==> src/sv/srde_pkg.sv <==
// ----------------------------------------------------------------------------
// srde_pkg: shared definitions for the sorted-run distinct estimator
// Widths, register map, sequencer states and the saturating counter step.
// ----------------------------------------------------------------------------
`default_nettype none

package srde_pkg;

  // Field and counter widths
  localparam int unsigned COUNT_W = 24;
  localparam int unsigned KEY_W   = 64;
  localparam int unsigned N_W     = 40;
  localparam int unsigned FIELD_W = 24;
  localparam int unsigned EST_W   = 40;

  // Serial multiplier: operands wide enough for n*d and for N
  localparam int unsigned MUL_W     = (2 * COUNT_W > N_W) ? 2 * COUNT_W : N_W;
  localparam int unsigned PROD_W    = 2 * MUL_W;
  localparam int unsigned MUL_CNT_W = $clog2(MUL_W + 1);

  // Serial divider: numerator n*d*N, denominator N*(n-f1) + f1*n
  localparam int unsigned NUM_W     = 2 * COUNT_W + N_W;
  localparam int unsigned DEN_W     = N_W + COUNT_W + 1;
  localparam int unsigned DIV_CNT_W = $clog2(NUM_W + 1);

  // Configuration port
  localparam int unsigned ADDR_W = 4;
  localparam int unsigned DATA_W = 64;
  localparam logic        REG_TOTAL_ROWS = 1'b0;
  localparam logic [N_W-1:0] TOTAL_ROWS_RESET = N_W'(1);

  typedef logic [COUNT_W-1:0] count_t;

  typedef enum logic [2:0] {
    S_ROWS,
    S_MUL_ND,
    S_MUL_NUM,
    S_MUL_DA,
    S_MUL_DB,
    S_DIV,
    S_ROUND,
    S_DONE
  } state_e;

  // Count up, stick at the top value
  function automatic count_t sat_inc(input count_t v);
    return (v == '1) ? v : count_t'(v + 1'b1);
  endfunction

endpackage

`default_nettype wire

==> src/sv/sorted_run_distinct_estimator.sv <==
// ----------------------------------------------------------------------------
// sorted_run_distinct_estimator: Duj1 distinct-value estimate of a sorted sample
// Counts rows, distinct keys and singletons, then computes the rounded,
// clamped estimate n*d*N / (N*(n-f1) + f1*n) with serial arithmetic.
// ----------------------------------------------------------------------------
//
//  channel   | dir | handshake                     | payload
//  ----------+-----+-------------------------------+--------------------------
//  s_axis    | in  | s_axis_tvalid_i/tready_o      | tdata: row_key, tlast: last_row
//  m_axis    | out | m_axis_tvalid_o/tready_i      | tdata: estimate, distinct,
//            |     |                               |        singletons, rows
//  apb       | in  | psel/penable/pwrite, pready=1 | total_rows at address 0
//
//  Rows are taken one per cycle. After the row marked last the input stalls
//  while four products of the serial multiplier and the serial divider run,
//  then while the quotient is rounded and the result is loaded into the
//  output register.
//  A result waiting on m_axis does not stop rows of the next sample; the next
//  result waits for the output register to drain. Reset clears all counters
//  and sets total_rows to 1; no clearing pass is needed.
//
`default_nettype none

module sorted_run_distinct_estimator import srde_pkg::*; (
  input  logic                clk_i,
  input  logic                rst_ni,
  // Sample rows
  input  logic                s_axis_tvalid_i,
  output logic                s_axis_tready_o,
  input  logic [KEY_W-1:0]    s_axis_tdata_i,   // [63:0] row_key
  input  logic                s_axis_tlast_i,   // last_row
  // Estimate result
  output logic                m_axis_tvalid_o,
  input  logic                m_axis_tready_i,
  // [39:0] estimate, [63:40] distinct_seen, [87:64] singletons, [111:88] rows_seen
  output logic [EST_W+3*FIELD_W-1:0] m_axis_tdata_o,
  // Configuration
  input  logic                psel_i,
  input  logic                penable_i,
  input  logic                pwrite_i,
  input  logic [ADDR_W-1:0]   paddr_i,
  input  logic [DATA_W-1:0]   pwdata_i,
  output logic [DATA_W-1:0]   prdata_o,
  output logic                pready_o
);

  state_e state_q, state_d;
  logic   launch_q, launch_d;

  logic [N_W-1:0]   total_rows_q;
  logic [KEY_W-1:0] prev_key_q;
  count_t           run_q, dist_q, single_q, rows_q;
  count_t           run_d, dist_d, single_d, rows_d, f1_d;
  count_t           n_q, d_q, f1_q, many;

  logic [NUM_W-1:0] num_q, q_q;
  logic [DEN_W-1:0] den_q;
  logic [N_W-1:0]   est_next;
  logic             round_up, den_zero, q_lt_d, d_gt_n, q_gt_n;

  logic [EST_W-1:0]   out_est_q;
  logic [FIELD_W-1:0] out_dist_q, out_single_q, out_rows_q;
  logic               out_valid_q;

  logic row_acc, out_load, cfg_wr;

  logic              mul_start, mul_done;
  logic [MUL_W-1:0]  mul_a, mul_b;
  logic [PROD_W-1:0] mul_prod;

  logic             div_start, div_done;
  logic [NUM_W-1:0] div_quo;
  logic [DEN_W-1:0] div_rem;

  // --------------------------------------------------------------------------
  // Configuration port
  // --------------------------------------------------------------------------
  assign pready_o = 1'b1;
  assign cfg_wr   = psel_i && penable_i && pwrite_i && (paddr_i[3] == REG_TOTAL_ROWS);
  assign prdata_o = (paddr_i[3] == REG_TOTAL_ROWS) ? DATA_W'(total_rows_q) : '0;

  always_ff @(posedge clk_i or negedge rst_ni) begin
    if (!rst_ni) begin
      total_rows_q <= TOTAL_ROWS_RESET;
    end else if (cfg_wr) begin
      total_rows_q <= pwdata_i[N_W-1:0];
    end
  end

  // --------------------------------------------------------------------------
  // Run tracking for one row
  // --------------------------------------------------------------------------
  always_comb begin
    run_d    = run_q;
    dist_d   = dist_q;
    single_d = single_q;
    if (rows_q == '0) begin
      run_d  = count_t'(1);
      dist_d = count_t'(1);
    end else if (s_axis_tdata_i[KEY_W-1:0] != prev_key_q) begin
      single_d = (run_q == count_t'(1)) ? sat_inc(single_q) : single_q;
      dist_d   = sat_inc(dist_q);
      run_d    = count_t'(1);
    end else begin
      run_d = sat_inc(run_q);
    end
    rows_d = sat_inc(rows_q);
    // Close the final run for the singleton count
    f1_d   = (run_d == count_t'(1)) ? sat_inc(single_d) : single_d;
  end

  always_ff @(posedge clk_i or negedge rst_ni) begin
    if (!rst_ni) begin
      prev_key_q <= '0;
      run_q      <= '0;
      dist_q     <= '0;
      single_q   <= '0;
      rows_q     <= '0;
    end else if (row_acc) begin
      if (s_axis_tlast_i) begin
        prev_key_q <= '0;
        run_q      <= '0;
        dist_q     <= '0;
        single_q   <= '0;
        rows_q     <= '0;
      end else begin
        prev_key_q <= s_axis_tdata_i[KEY_W-1:0];
        run_q      <= run_d;
        dist_q     <= dist_d;
        single_q   <= single_d;
        rows_q     <= rows_d;
      end
    end
  end

  // Snapshot the sample totals for the estimate
  always_ff @(posedge clk_i) begin
    if (row_acc && s_axis_tlast_i) begin
      n_q  <= rows_d;
      d_q  <= dist_d;
      f1_q <= f1_d;
    end
  end

  // --------------------------------------------------------------------------
  // Sequencer
  // --------------------------------------------------------------------------
  always_comb begin
    state_d = state_q;
    unique case (state_q)
      S_ROWS:    if (row_acc && s_axis_tlast_i) state_d = S_MUL_ND;
      S_MUL_ND:  if (mul_done) state_d = S_MUL_NUM;
      S_MUL_NUM: if (mul_done) state_d = S_MUL_DA;
      S_MUL_DA:  if (mul_done) state_d = S_MUL_DB;
      S_MUL_DB:  if (mul_done) state_d = S_DIV;
      S_DIV:     if (div_done) state_d = S_ROUND;
      S_ROUND:   state_d = S_DONE;
      S_DONE:    if (out_load) state_d = S_ROWS;
      default:   state_d = S_ROWS;
    endcase
    launch_d = (state_d != state_q);
  end

  always_ff @(posedge clk_i or negedge rst_ni) begin
    if (!rst_ni) begin
      state_q  <= S_ROWS;
      launch_q <= 1'b0;
    end else begin
      state_q  <= state_d;
      launch_q <= launch_d;
    end
  end

  // Sequencer outputs and multiplier operand selection
  assign many = (f1_q > n_q) ? '0 : count_t'(n_q - f1_q);

  always_comb begin
    s_axis_tready_o = (state_q == S_ROWS);
    out_load        = (state_q == S_DONE) && (!out_valid_q || m_axis_tready_i);
    mul_start       = 1'b0;
    div_start       = launch_q && (state_q == S_DIV);
    mul_a           = '0;
    mul_b           = '0;
    unique case (state_q)
      S_MUL_ND: begin
        mul_start = launch_q;
        mul_a     = MUL_W'(n_q);
        mul_b     = MUL_W'(d_q);
      end
      S_MUL_NUM: begin
        mul_start = launch_q;
        mul_a     = mul_prod[MUL_W-1:0];
        mul_b     = MUL_W'(total_rows_q);
      end
      S_MUL_DA: begin
        mul_start = launch_q;
        mul_a     = MUL_W'(total_rows_q);
        mul_b     = MUL_W'(many);
      end
      S_MUL_DB: begin
        mul_start = launch_q;
        mul_a     = MUL_W'(f1_q);
        mul_b     = MUL_W'(n_q);
      end
      default: begin
      end
    endcase
  end

  assign row_acc = s_axis_tvalid_i && s_axis_tready_o;

  // --------------------------------------------------------------------------
  // Arithmetic units
  // --------------------------------------------------------------------------
  srde_mul u_mul (
    .clk_i   (clk_i),
    .rst_ni  (rst_ni),
    .start_i (mul_start),
    .a_i     (mul_a),
    .b_i     (mul_b),
    .prod_o  (mul_prod),
    .done_o  (mul_done)
  );

  srde_div u_div (
    .clk_i   (clk_i),
    .rst_ni  (rst_ni),
    .start_i (div_start),
    .num_i   (num_q),
    .den_i   (den_q),
    .quo_o   (div_quo),
    .rem_o   (div_rem),
    .done_o  (div_done)
  );

  // Collect numerator and denominator, then round the quotient half up
  assign round_up = {div_rem, 1'b0} >= {1'b0, den_q};

  always_ff @(posedge clk_i) begin
    if (mul_done && (state_q == S_MUL_NUM)) begin
      num_q <= mul_prod[NUM_W-1:0];
    end
    if (mul_done && (state_q == S_MUL_DA)) begin
      den_q <= mul_prod[DEN_W-1:0];
    end else if (mul_done && (state_q == S_MUL_DB)) begin
      den_q <= den_q + mul_prod[DEN_W-1:0];
    end
    if (state_q == S_ROUND) begin
      q_q <= div_quo + NUM_W'(round_up);
    end
  end

  // Clamp to [d, N]; the upper bound wins, and an empty divisor gives N
  assign den_zero = (den_q == '0);
  assign q_lt_d   = q_q < NUM_W'(d_q);
  assign d_gt_n   = NUM_W'(d_q) > NUM_W'(total_rows_q);
  assign q_gt_n   = q_q > NUM_W'(total_rows_q);
  assign est_next = (den_zero || (q_lt_d ? d_gt_n : q_gt_n)) ? total_rows_q :
                    (q_lt_d ? N_W'(d_q) : q_q[N_W-1:0]);

  // --------------------------------------------------------------------------
  // Output register
  // --------------------------------------------------------------------------
  always_ff @(posedge clk_i or negedge rst_ni) begin
    if (!rst_ni) begin
      out_valid_q <= 1'b0;
    end else if (out_load) begin
      out_valid_q <= 1'b1;
    end else if (m_axis_tready_i) begin
      out_valid_q <= 1'b0;
    end
  end

  always_ff @(posedge clk_i) begin
    if (out_load) begin
      out_est_q    <= EST_W'(est_next);
      out_dist_q   <= FIELD_W'(d_q);
      out_single_q <= FIELD_W'(f1_q);
      out_rows_q   <= FIELD_W'(n_q);
    end
  end

  assign m_axis_tvalid_o = out_valid_q;
  assign m_axis_tdata_o  = {out_rows_q, out_single_q, out_dist_q, out_est_q};

  // --------------------------------------------------------------------------
  // Assertions
  // --------------------------------------------------------------------------
`ifndef NO_ASSERTIONS
  a_last_stalls: assert property (@(posedge clk_i) disable iff (!rst_ni)
    (row_acc && s_axis_tlast_i) |=> !s_axis_tready_o)
    else $error("input still ready after the last row");

  a_count_order: assert property (@(posedge clk_i) disable iff (!rst_ni)
    (dist_q <= rows_q) && (single_q <= dist_q))
    else $error("counters out of order");

  a_mul_state: assert property (@(posedge clk_i) disable iff (!rst_ni)
    mul_done |-> (state_q == S_MUL_ND || state_q == S_MUL_NUM ||
                  state_q == S_MUL_DA || state_q == S_MUL_DB))
    else $error("product finished outside a multiply step");

  a_result_source: assert property (@(posedge clk_i) disable iff (!rst_ni)
    $rose(m_axis_tvalid_o) |-> $past(state_q == S_DONE))
    else $error("result raised without a finished estimate");
`endif

endmodule

`default_nettype wire

==> src/sv/srde_mul.sv <==
// ----------------------------------------------------------------------------
// srde_mul: bit-serial shift-and-add multiplier
// Consumes one multiplier bit per cycle over the MUL_W multiplier bits.
// ----------------------------------------------------------------------------
`default_nettype none

module srde_mul import srde_pkg::*; (
  input  logic              clk_i,
  input  logic              rst_ni,
  input  logic              start_i,
  input  logic [MUL_W-1:0]  a_i,
  input  logic [MUL_W-1:0]  b_i,
  output logic [PROD_W-1:0] prod_o,
  output logic              done_o
);

  logic [MUL_W-1:0]     a_q, b_q;
  logic [PROD_W-1:0]    acc_q;
  logic [MUL_CNT_W-1:0] cnt_q, cnt_d;
  logic                 busy_q, busy_d;
  logic                 done_q, done_d;
  logic [MUL_W:0]       sum;

  // Add the multiplicand into the upper half when the current bit is set
  assign sum = {1'b0, acc_q[PROD_W-1:MUL_W]} + (b_q[0] ? {1'b0, a_q} : '0);

  // Step counter and done pulse
  always_comb begin
    busy_d = busy_q;
    cnt_d  = cnt_q;
    done_d = 1'b0;
    if (start_i) begin
      busy_d = 1'b1;
      cnt_d  = MUL_CNT_W'(MUL_W);
    end else if (busy_q) begin
      cnt_d = cnt_q - 1'b1;
      if (cnt_q == MUL_CNT_W'(1)) begin
        busy_d = 1'b0;
        done_d = 1'b1;
      end
    end
  end

  always_ff @(posedge clk_i or negedge rst_ni) begin
    if (!rst_ni) begin
      busy_q <= 1'b0;
      done_q <= 1'b0;
      cnt_q  <= '0;
    end else begin
      busy_q <= busy_d;
      done_q <= done_d;
      cnt_q  <= cnt_d;
    end
  end

  // Load operands, then shift the product right one bit per step
  always_ff @(posedge clk_i) begin
    if (start_i) begin
      a_q   <= a_i;
      b_q   <= b_i;
      acc_q <= '0;
    end else if (busy_q) begin
      acc_q <= {sum, acc_q[MUL_W-1:1]};
      b_q   <= b_q >> 1;
    end
  end

  assign prod_o = acc_q;
  assign done_o = done_q;

endmodule

`default_nettype wire

==> src/sv/srde_div.sv <==
// ----------------------------------------------------------------------------
// srde_div: bit-serial restoring divider
// Produces one quotient bit per cycle, NUM_W quotient bits per division.
// ----------------------------------------------------------------------------
`default_nettype none

module srde_div import srde_pkg::*; (
  input  logic             clk_i,
  input  logic             rst_ni,
  input  logic             start_i,
  input  logic [NUM_W-1:0] num_i,
  input  logic [DEN_W-1:0] den_i,
  output logic [NUM_W-1:0] quo_o,
  output logic [DEN_W-1:0] rem_o,
  output logic             done_o
);

  logic [NUM_W-1:0]     num_q, quo_q;
  logic [DEN_W-1:0]     den_q, rem_q;
  logic [DIV_CNT_W-1:0] cnt_q, cnt_d;
  logic                 busy_q, busy_d;
  logic                 done_q, done_d;
  logic [DEN_W:0]       trial, diff;
  logic                 fits;

  // Bring down the next numerator bit and try the subtraction
  assign trial = {rem_q, num_q[NUM_W-1]};
  assign fits  = trial >= {1'b0, den_q};
  assign diff  = trial - {1'b0, den_q};

  // Step counter and done pulse
  always_comb begin
    busy_d = busy_q;
    cnt_d  = cnt_q;
    done_d = 1'b0;
    if (start_i) begin
      busy_d = 1'b1;
      cnt_d  = DIV_CNT_W'(NUM_W);
    end else if (busy_q) begin
      cnt_d = cnt_q - 1'b1;
      if (cnt_q == DIV_CNT_W'(1)) begin
        busy_d = 1'b0;
        done_d = 1'b1;
      end
    end
  end

  always_ff @(posedge clk_i or negedge rst_ni) begin
    if (!rst_ni) begin
      busy_q <= 1'b0;
      done_q <= 1'b0;
      cnt_q  <= '0;
    end else begin
      busy_q <= busy_d;
      done_q <= done_d;
      cnt_q  <= cnt_d;
    end
  end

  // Shift numerator out, quotient in; keep the partial remainder
  always_ff @(posedge clk_i) begin
    if (start_i) begin
      num_q <= num_i;
      den_q <= den_i;
      rem_q <= '0;
      quo_q <= '0;
    end else if (busy_q) begin
      num_q <= num_q << 1;
      quo_q <= {quo_q[NUM_W-2:0], fits};
      rem_q <= fits ? diff[DEN_W-1:0] : trial[DEN_W-1:0];
    end
  end

  assign quo_o  = quo_q;
  assign rem_o  = rem_q;
  assign done_o = done_q;

endmodule

`default_nettype wire

==> config.mk <==
export PLATFORM = sky130hd
export DESIGN_NAME = sorted_run_distinct_estimator
export DESIGN_NICKNAME = d
export VERILOG_FILES = /design/src/sv/srde_pkg.sv /design/src/sv/sorted_run_distinct_estimator.sv /design/src/sv/srde_mul.sv /design/src/sv/srde_div.sv
export SDC_FILE = /design/constraint.sdc
export NUM_CORES = 2
export LEC_CHECK = 0
export BUFFER_PORTS_ARGS = -buffer_cell sky130_fd_sc_hd__buf_2
export CORE_ASPECT_RATIO = 0.9
export CORE_MARGIN = 2
export CORE_UTILIZATION = 60
export DETAILED_ROUTE_END_ITERATION = 16
export PLACE_DENSITY_LB_ADDON = 0.25
export SLEW_MARGIN = 20
export SYNTH_ARGS = -nofsm -noshare
export SYNTH_HDL_FRONTEND = slang
export SYNTH_SLANG_ARGS = --single-unit
==> constraint.sdc <==
create_clock -name clk_i -period 21 [get_ports clk_i]
set_input_delay 4.2 -clock clk_i [delete_from_list [all_inputs] [get_ports clk_i]]
set_output_delay 4.2 -clock clk_i [all_outputs]
set_load 0.03 [all_outputs]
## After elaboration in Yosys (flattened, before gate mapping)

Index checks and enable logic that the tools add are counted.

| word-level totals | value |
|---|---|
| logic and storage cells | 150 |
| input port bits | 140 |
| output and inout port bits | 179 |
| register bits after elaboration | 1145 |

| operators by class | value |
|---|---|
| equal/unequal tests | 18 |
| magnitude comparators | 6 |
| bitwise logic cells | 1 |
| mux-type cells | 60 |
| add/sub/neg operators | 12 |
| reduce and logical (&&, ||, !) cells | 21 |

Operators by type and width:

| operator | number |
|---|---|
| 24-bit two-way mux | 18 |
| 65-bit two-way mux | 3 |
| 48-bit one-hot mux with 4 select lines | 1 |
| 88-bit two-way mux | 2 |
| 40-bit one-hot mux with 4 select lines | 1 |
| 48-bit two-way mux | 3 |
| 66-bit by 65-bit greater-or-equal comparator with 1-bit output | 2 |
| 24-bit by 1-bit adder with 24-bit output, second input constant | 5 |
| 24-bit equality test, second input constant | 5 |
| 40-bit two-way mux | 3 |
| 88-bit by 1-bit adder with 88-bit output | 1 |
| 88-bit by 40-bit > comparator with 1-bit output | 1 |
| 88-bit by 24-bit less-than comparator with 1-bit output | 1 |
| 65-bit adder | 1 |
| 65-bit logical NOT | 1 |
| 65-bit subtractor | 1 |
| 64-bit two-way mux | 1 |
| 64-bit != test | 1 |
| 48-bit by 49-bit adder with 49-bit output | 1 |
| 24-bit by 1-bit equality test with 1-bit output, second input constant | 2 |
| 24-bit by 40-bit > comparator with 1-bit output | 1 |
| 24-bit > comparator | 1 |
| 24-bit logical NOT | 1 |
| 3-bit one-hot mux with 8 select lines | 1 |
| other kinds (20) | 60 |

## Logic depth before layout (Yosys ltp)

| logic depth | value |
|---|---|
| word-level depth | 8 |
| depth in mapped cells | 25 |
| depth with buffers taken out | 25 |

## Modules after synthesis

Synthesis repeated with hierarchy kept, for this count alone.

| second synthesis, totals | value |
|---|---|
| cell total of the unflattened synthesis | 6501 |
| area, all modules | 65016.1 um^2 |

By module, submodules not included:

| module | seq. area each (um^2) | instances | area each (um^2) | cells an instance |
|---|---|---|---|---|
| sorted_run_distinct_estimator | 17893.4 | 1 | 38614.5 | 3915 |
| srde_div | 7882.6 | 1 | 16069.2 | 1595 |
| srde_mul | 5004.8 | 1 | 10332.4 | 991 |

## Worst setup path before layout

Ideal clock, no wire load.

| timing | value |
|---|---|
| kind | input -> register |
| start point | in m_axis_tready_i |
| end point | reg out_dist_q[0], enable pin |
| library setup time | 585 ps |
| data required time | 20415 ps |
| data arrival time | 9111 ps |
| stages | 3 |
| path slack | 11305 ps |
| path buffers | 0 |
| cells stage by stage | nand2b_1 > nand3_1 > nor2_1 |

| between the ends | value |
|---|---|
| longest elaborated chain between the ends | 2 |

RTL lines:

| item | RTL line | RTL |
|---|---|---|
| from (decl) | sorted_run_distinct_estimator.sv:34 | `input logic m_axis_tready_i,` |
| 1-bit logical OR | sorted_run_distinct_estimator.sv:179 | `out_load = (state_q == S_DONE) && (!out_valid_q \|\| m_axis_tready_i);` |
| 1-bit logical AND | sorted_run_distinct_estimator.sv:179 |  |
| net out_load | sorted_run_distinct_estimator.sv:65 | `logic row_acc, out_load, cfg_wr;` |
| to (signal assigned) | sorted_run_distinct_estimator.sv:277 | `out_dist_q <= FIELD_W'(d_q);` |
| to (decl) | sorted_run_distinct_estimator.sv:62 | `logic [FIELD_W-1:0] out_dist_q, out_single_q, out_rows_q;` |

The timed path passes the listed nets, and every way through them passes these cells.
A chain may end at the register's enable or synchronous reset.

## Final worst setup path

| timing | value |
|---|---|
| start point | in paddr_i[3] |
| end point | out prdata_o[16] |

| between the ends | value |
|---|---|
| longest elaborated chain between the ends | 1 |

RTL lines:

| item | RTL line | RTL |
|---|---|---|
| from (decl) | sorted_run_distinct_estimator.sv:41 | `input logic [ADDR_W-1:0] paddr_i,` |
| 40-bit two-way mux | sorted_run_distinct_estimator.sv:80 | `assign prdata_o = (paddr_i[3] == REG_TOTAL_ROWS) ? DATA_W'(total_rows_q) : '0;` |
| to (decl) | sorted_run_distinct_estimator.sv:43 | `output logic [DATA_W-1:0] prdata_o,` |

Every way passes these cells.

==> summary.md <==
| Metric | Value |
|---|---|
| Initial DRC Count | `5384` |
| Largest family of logic cells by synthesized area | `simple AND/OR/NAND/NOR gates` |
| Top area cells in the synthesized netlist | `edfxtp_1, dfrtp_1, dfxtp_1` |
| Skew final | `37.19 ps` |
| Post-synth ARST share | `19.53%` |
| Via count | `49710` |
| R2R setup slack | `14570 ps` |
| DP HPWL | `122900 um` |
| Nets | `7139` |
| Boundary pin count | `319` |
| Pin count of the biggest net entering global routing | `125` |
| Total power | `8.297 mW` |
| Worst vdd ir | `0.0001005 V` |
| Setup ws final | `11750 ps` |
| Synth Area in Compound Gates | `14.07%` |
| Register-to-Register Path Depth | `26` |
| Final wirelength | `172600 um` |
| Fill count | `8321` |
| Syn Std Cell Area | `63820 sq um` |
| Power Dens Cells | `118.7 nW/um^2` |
| Crit. Startpoint | `paddr_i[3]` |
| Comb pwr share | `34.2%` |
| Layout cells sized above 1 | `9.507%` |
| Dpl cells | `7894` |
| Wire length per cell | `21.26 um` |
| Synth warn | `0` |
| Global placer's final weighted congestion | `0.9707` |
| Slew @ Worst Pin | `1148 ps` |
| Synth Register Bits | `1137` |
| Post-CTS setup buffer count | `0` |
| Hold depth | `2` |
| Port bufs | `266` |
| RSZ-0062 raised after global routing | `false` |
| Hold Vio Cnt, Final | `0` |
| CTS resizes | `0` |
| Net Sw Frac | `36.87%` |
| Num CTS Buffers | `114` |
| Startpoint types | `input port` |
| Most common library cells after synthesis | `nand2_1, edfxtp_1, nor2_1` |
| HP Class | `flip-flop to flip-flop` |
| CTS tree | `built` |
| First-pass GRT wire length | `268000 um` |
| TNS Setup | `0 ps` |
| Pre-CTS setup slack | `11760 ps` |
| H-tree levels | `3` |
| FP Rows | `113` |
| Final worst-path cycle share | `44.03%` |
| Sw power | `3.059 mW` |
| DRC violations left | `0` |
| Count of pins over their slew limit | `0` |
| Die width | `347.8 um` |
| Vias in the first global route | `47130` |
| Total global routing overflow | `0` |
| Status | `completed` |
| Static Leak | `29.79 nW` |
| Crit-path max FO | `41` |
| Reg power frac | `40.1%` |
| Post-Synth Adder-Cell Area | `7.297%` |
| Initial Util | `60.50%` |
| Highest Clock Rate | `108.2 MHz` |
| Finished Core Util | `66.29%` |
| Number of synthesized flops with an enable pin | `666` |
| Antenna Nets Post-Route | `0` |
| Seq/Total Area, Yosys | `47.86%` |
| Initial antenna violation count | `11` |
| DIE AREA | `109000 sq um` |
| RR Endpoint | `q_q[83]$_DFFE_PP_` |
| Most frequent cell after synthesis | `nand2_1` |
| 1st-pass router iterations | `9` |
| CP endpoint kind | `output port` |
| Clock-pin slew on the worst setup and hold paths | `60 ps` |
| Critical path class | `input port to output port` |
| Post-Synth Simple-Gate Area | `15.90%` |
| Vias per cell | `6.123` |
| Mux share of post-synthesis cell area | `4.858%` |
| Area grow syn2layout | `9.560%` |
| Count of different cell masters after synthesis | `102` |
| CTS sink count | `1137` |
| Final std cells w/o fill | `8118` |
| # setup viols final | `0` |
| Min Tclk post-route | `9246 ps` |
| Critical Path Sink | `prdata_o[16]` |
| Worst-skew pair later-pin latency | `750 ps` |
| Hold path start | `u_mul.prod_o[90]$_SDFFE_PP0P_` |
| Worst Path Required | `16800 ps` |
| Max cap viols | `0` |
| Reg-to-reg critical path startpoint | `den_q[1]$_DFFE_PP_` |
| GRT Total Usage | `31.11%` |
| Max_slew headroom | `23.46%` |
| Synth top area share | `31.34%` |
| Floorplan core area | `105500 sq um` |
| Hold buffer count at cts | `0` |
| Clock root buffer | `clkbuf_16` |
| Crit path DAT | `5050 ps` |
| Most used flip-flop cell after synthesis | `edfxtp_1` |
| Synth Area per Inst | `9.758 sq um` |
| P_int | `5.238 mW` |
| Post-synthesis xor/xnor area fraction | `5.792%` |
| Die Y | `313.4 um` |
| Post-synth top area cell | `edfxtp_1` |
| Clock Path Buffers | `3` |
| Clock Power Share | `25.7%` |
| Synthesized instance count | `6540` |
sequential cells by signal (all words and copies together) (netlist names), 40 cells and up:
| name | flops |
|---|---|
| q_q | 88 |
| u_div.rem_o | 65 |
| num_q | 88 |
| u_mul.b_q | 40 |
| prev_key_q | 64 |
| den_q | 65 |
| u_div.den_q | 65 |
| out_est_q | 40 |
| u_mul.prod_o | 96 |
| u_div.num_q | 88 |
| total_rows_q | 40 |
| u_mul.a_q | 48 |
| u_div.quo_o | 88 |
cell families after synthesis:
| family | count (synthesis) |
|---|---|
| AO/OA/AOI/OAI | 1444 |
| other | 2 |
| XOR/XNOR | 422 |
| AND/OR/NAND/NOR | 2192 |
| buffers and inverters | 671 |
| multiplexers | 302 |
| adder cells (fa/ha/maj) | 370 |
| flip-flops | 1137 |
power by group through the flow:
stage	registers, mW	clock network, mW	logic [mW]
3_3_place_gp	3.34	0	2.71
6_report	3.33	2.13	2.84
3_5_place_dp	3.36	0	2.79
2_1_floorplan	3.17	0	2.20
4_1_cts	3.32	2.16	2.81
5_1_grt	3.37	2.24	3.17
worst min path at each step:
stage and to:
2_1_floorplan u_mul.prod_o[90]$_SDFFE_PP0P_, 3_3_place_gp u_mul.prod_o[93]$_SDFFE_PP0P_, 3_5_place_dp u_mul.prod_o[90]$_SDFFE_PP0P_, 4_1_cts u_mul.prod_o[90]$_SDFFE_PP0P_, 5_1_grt u_mul.prod_o[90]$_SDFFE_PP0P_, 6_report u_mul.prod_o[90]$_SDFFE_PP0P_
per-layer routing:
metal / part of all wire, % / vias up / track usage, %
li1: - / 23620 / -
met1: 43 / 23750 / 43.89
met2: 44 / 1912 / 47.43
met3: 7.9 / 412 / 5.639
met4: 4.6 / 12 / 13.23
met5: 0.047 / - / 0
layout make-up:
class / count / area (sq um) / share of cell area, %
multi-input cells: 4755 / 30810 / 44.07
flip-flops and latches: 1137 / 30550 / 43.69
clock buffers: 140 / 3072 / 4.393
well taps: 1380 / 1727 / 2.470
repair buffers: 307 / 1674 / 2.394
inverters: 315 / 1195 / 1.709
clock inverters: 78 / 875.8 / 1.253
diodes: 6 / 15.01 / 0.02147
through the flow:
stage               area, sq um  hold WS, ps
global route              69910        466.7
detailed placement        65950        449.6
finish                    69920        461.7
floorplan                 63900        429.7
CTS                       69900        459.7
global placement          65950        441.4
critical path, stage by stage:
cell    delay [ps]
buf_2          520
nor2_1         100
buf_2          210
cells in the final DEF (no fill, tap or decap), types with 44 or more instances in the layout:
cell type  count
nand2_1      836
inv_1        311
a31oi_1       46
mux2_2        62
a22oi_1       68
and3_1        65
nand2b_1      46
edfxtp_1     666
a22o_1        52
a21o_1       138
and2_1        72
xnor2_1      293
nor2b_1       44
dfxtp_1      249
a21oi_1      424
ha_1         365
nor3_1        81
clkbuf_16    115
nor4_1        68
nor2_1       538
nand4_1      125
o21ai_0      398
mux2i_1      240
xor2_1       129
buf_2        265
dfrtp_1      219
nand3_1      173
No activity file was read; power rests on OpenSTA's default activity.
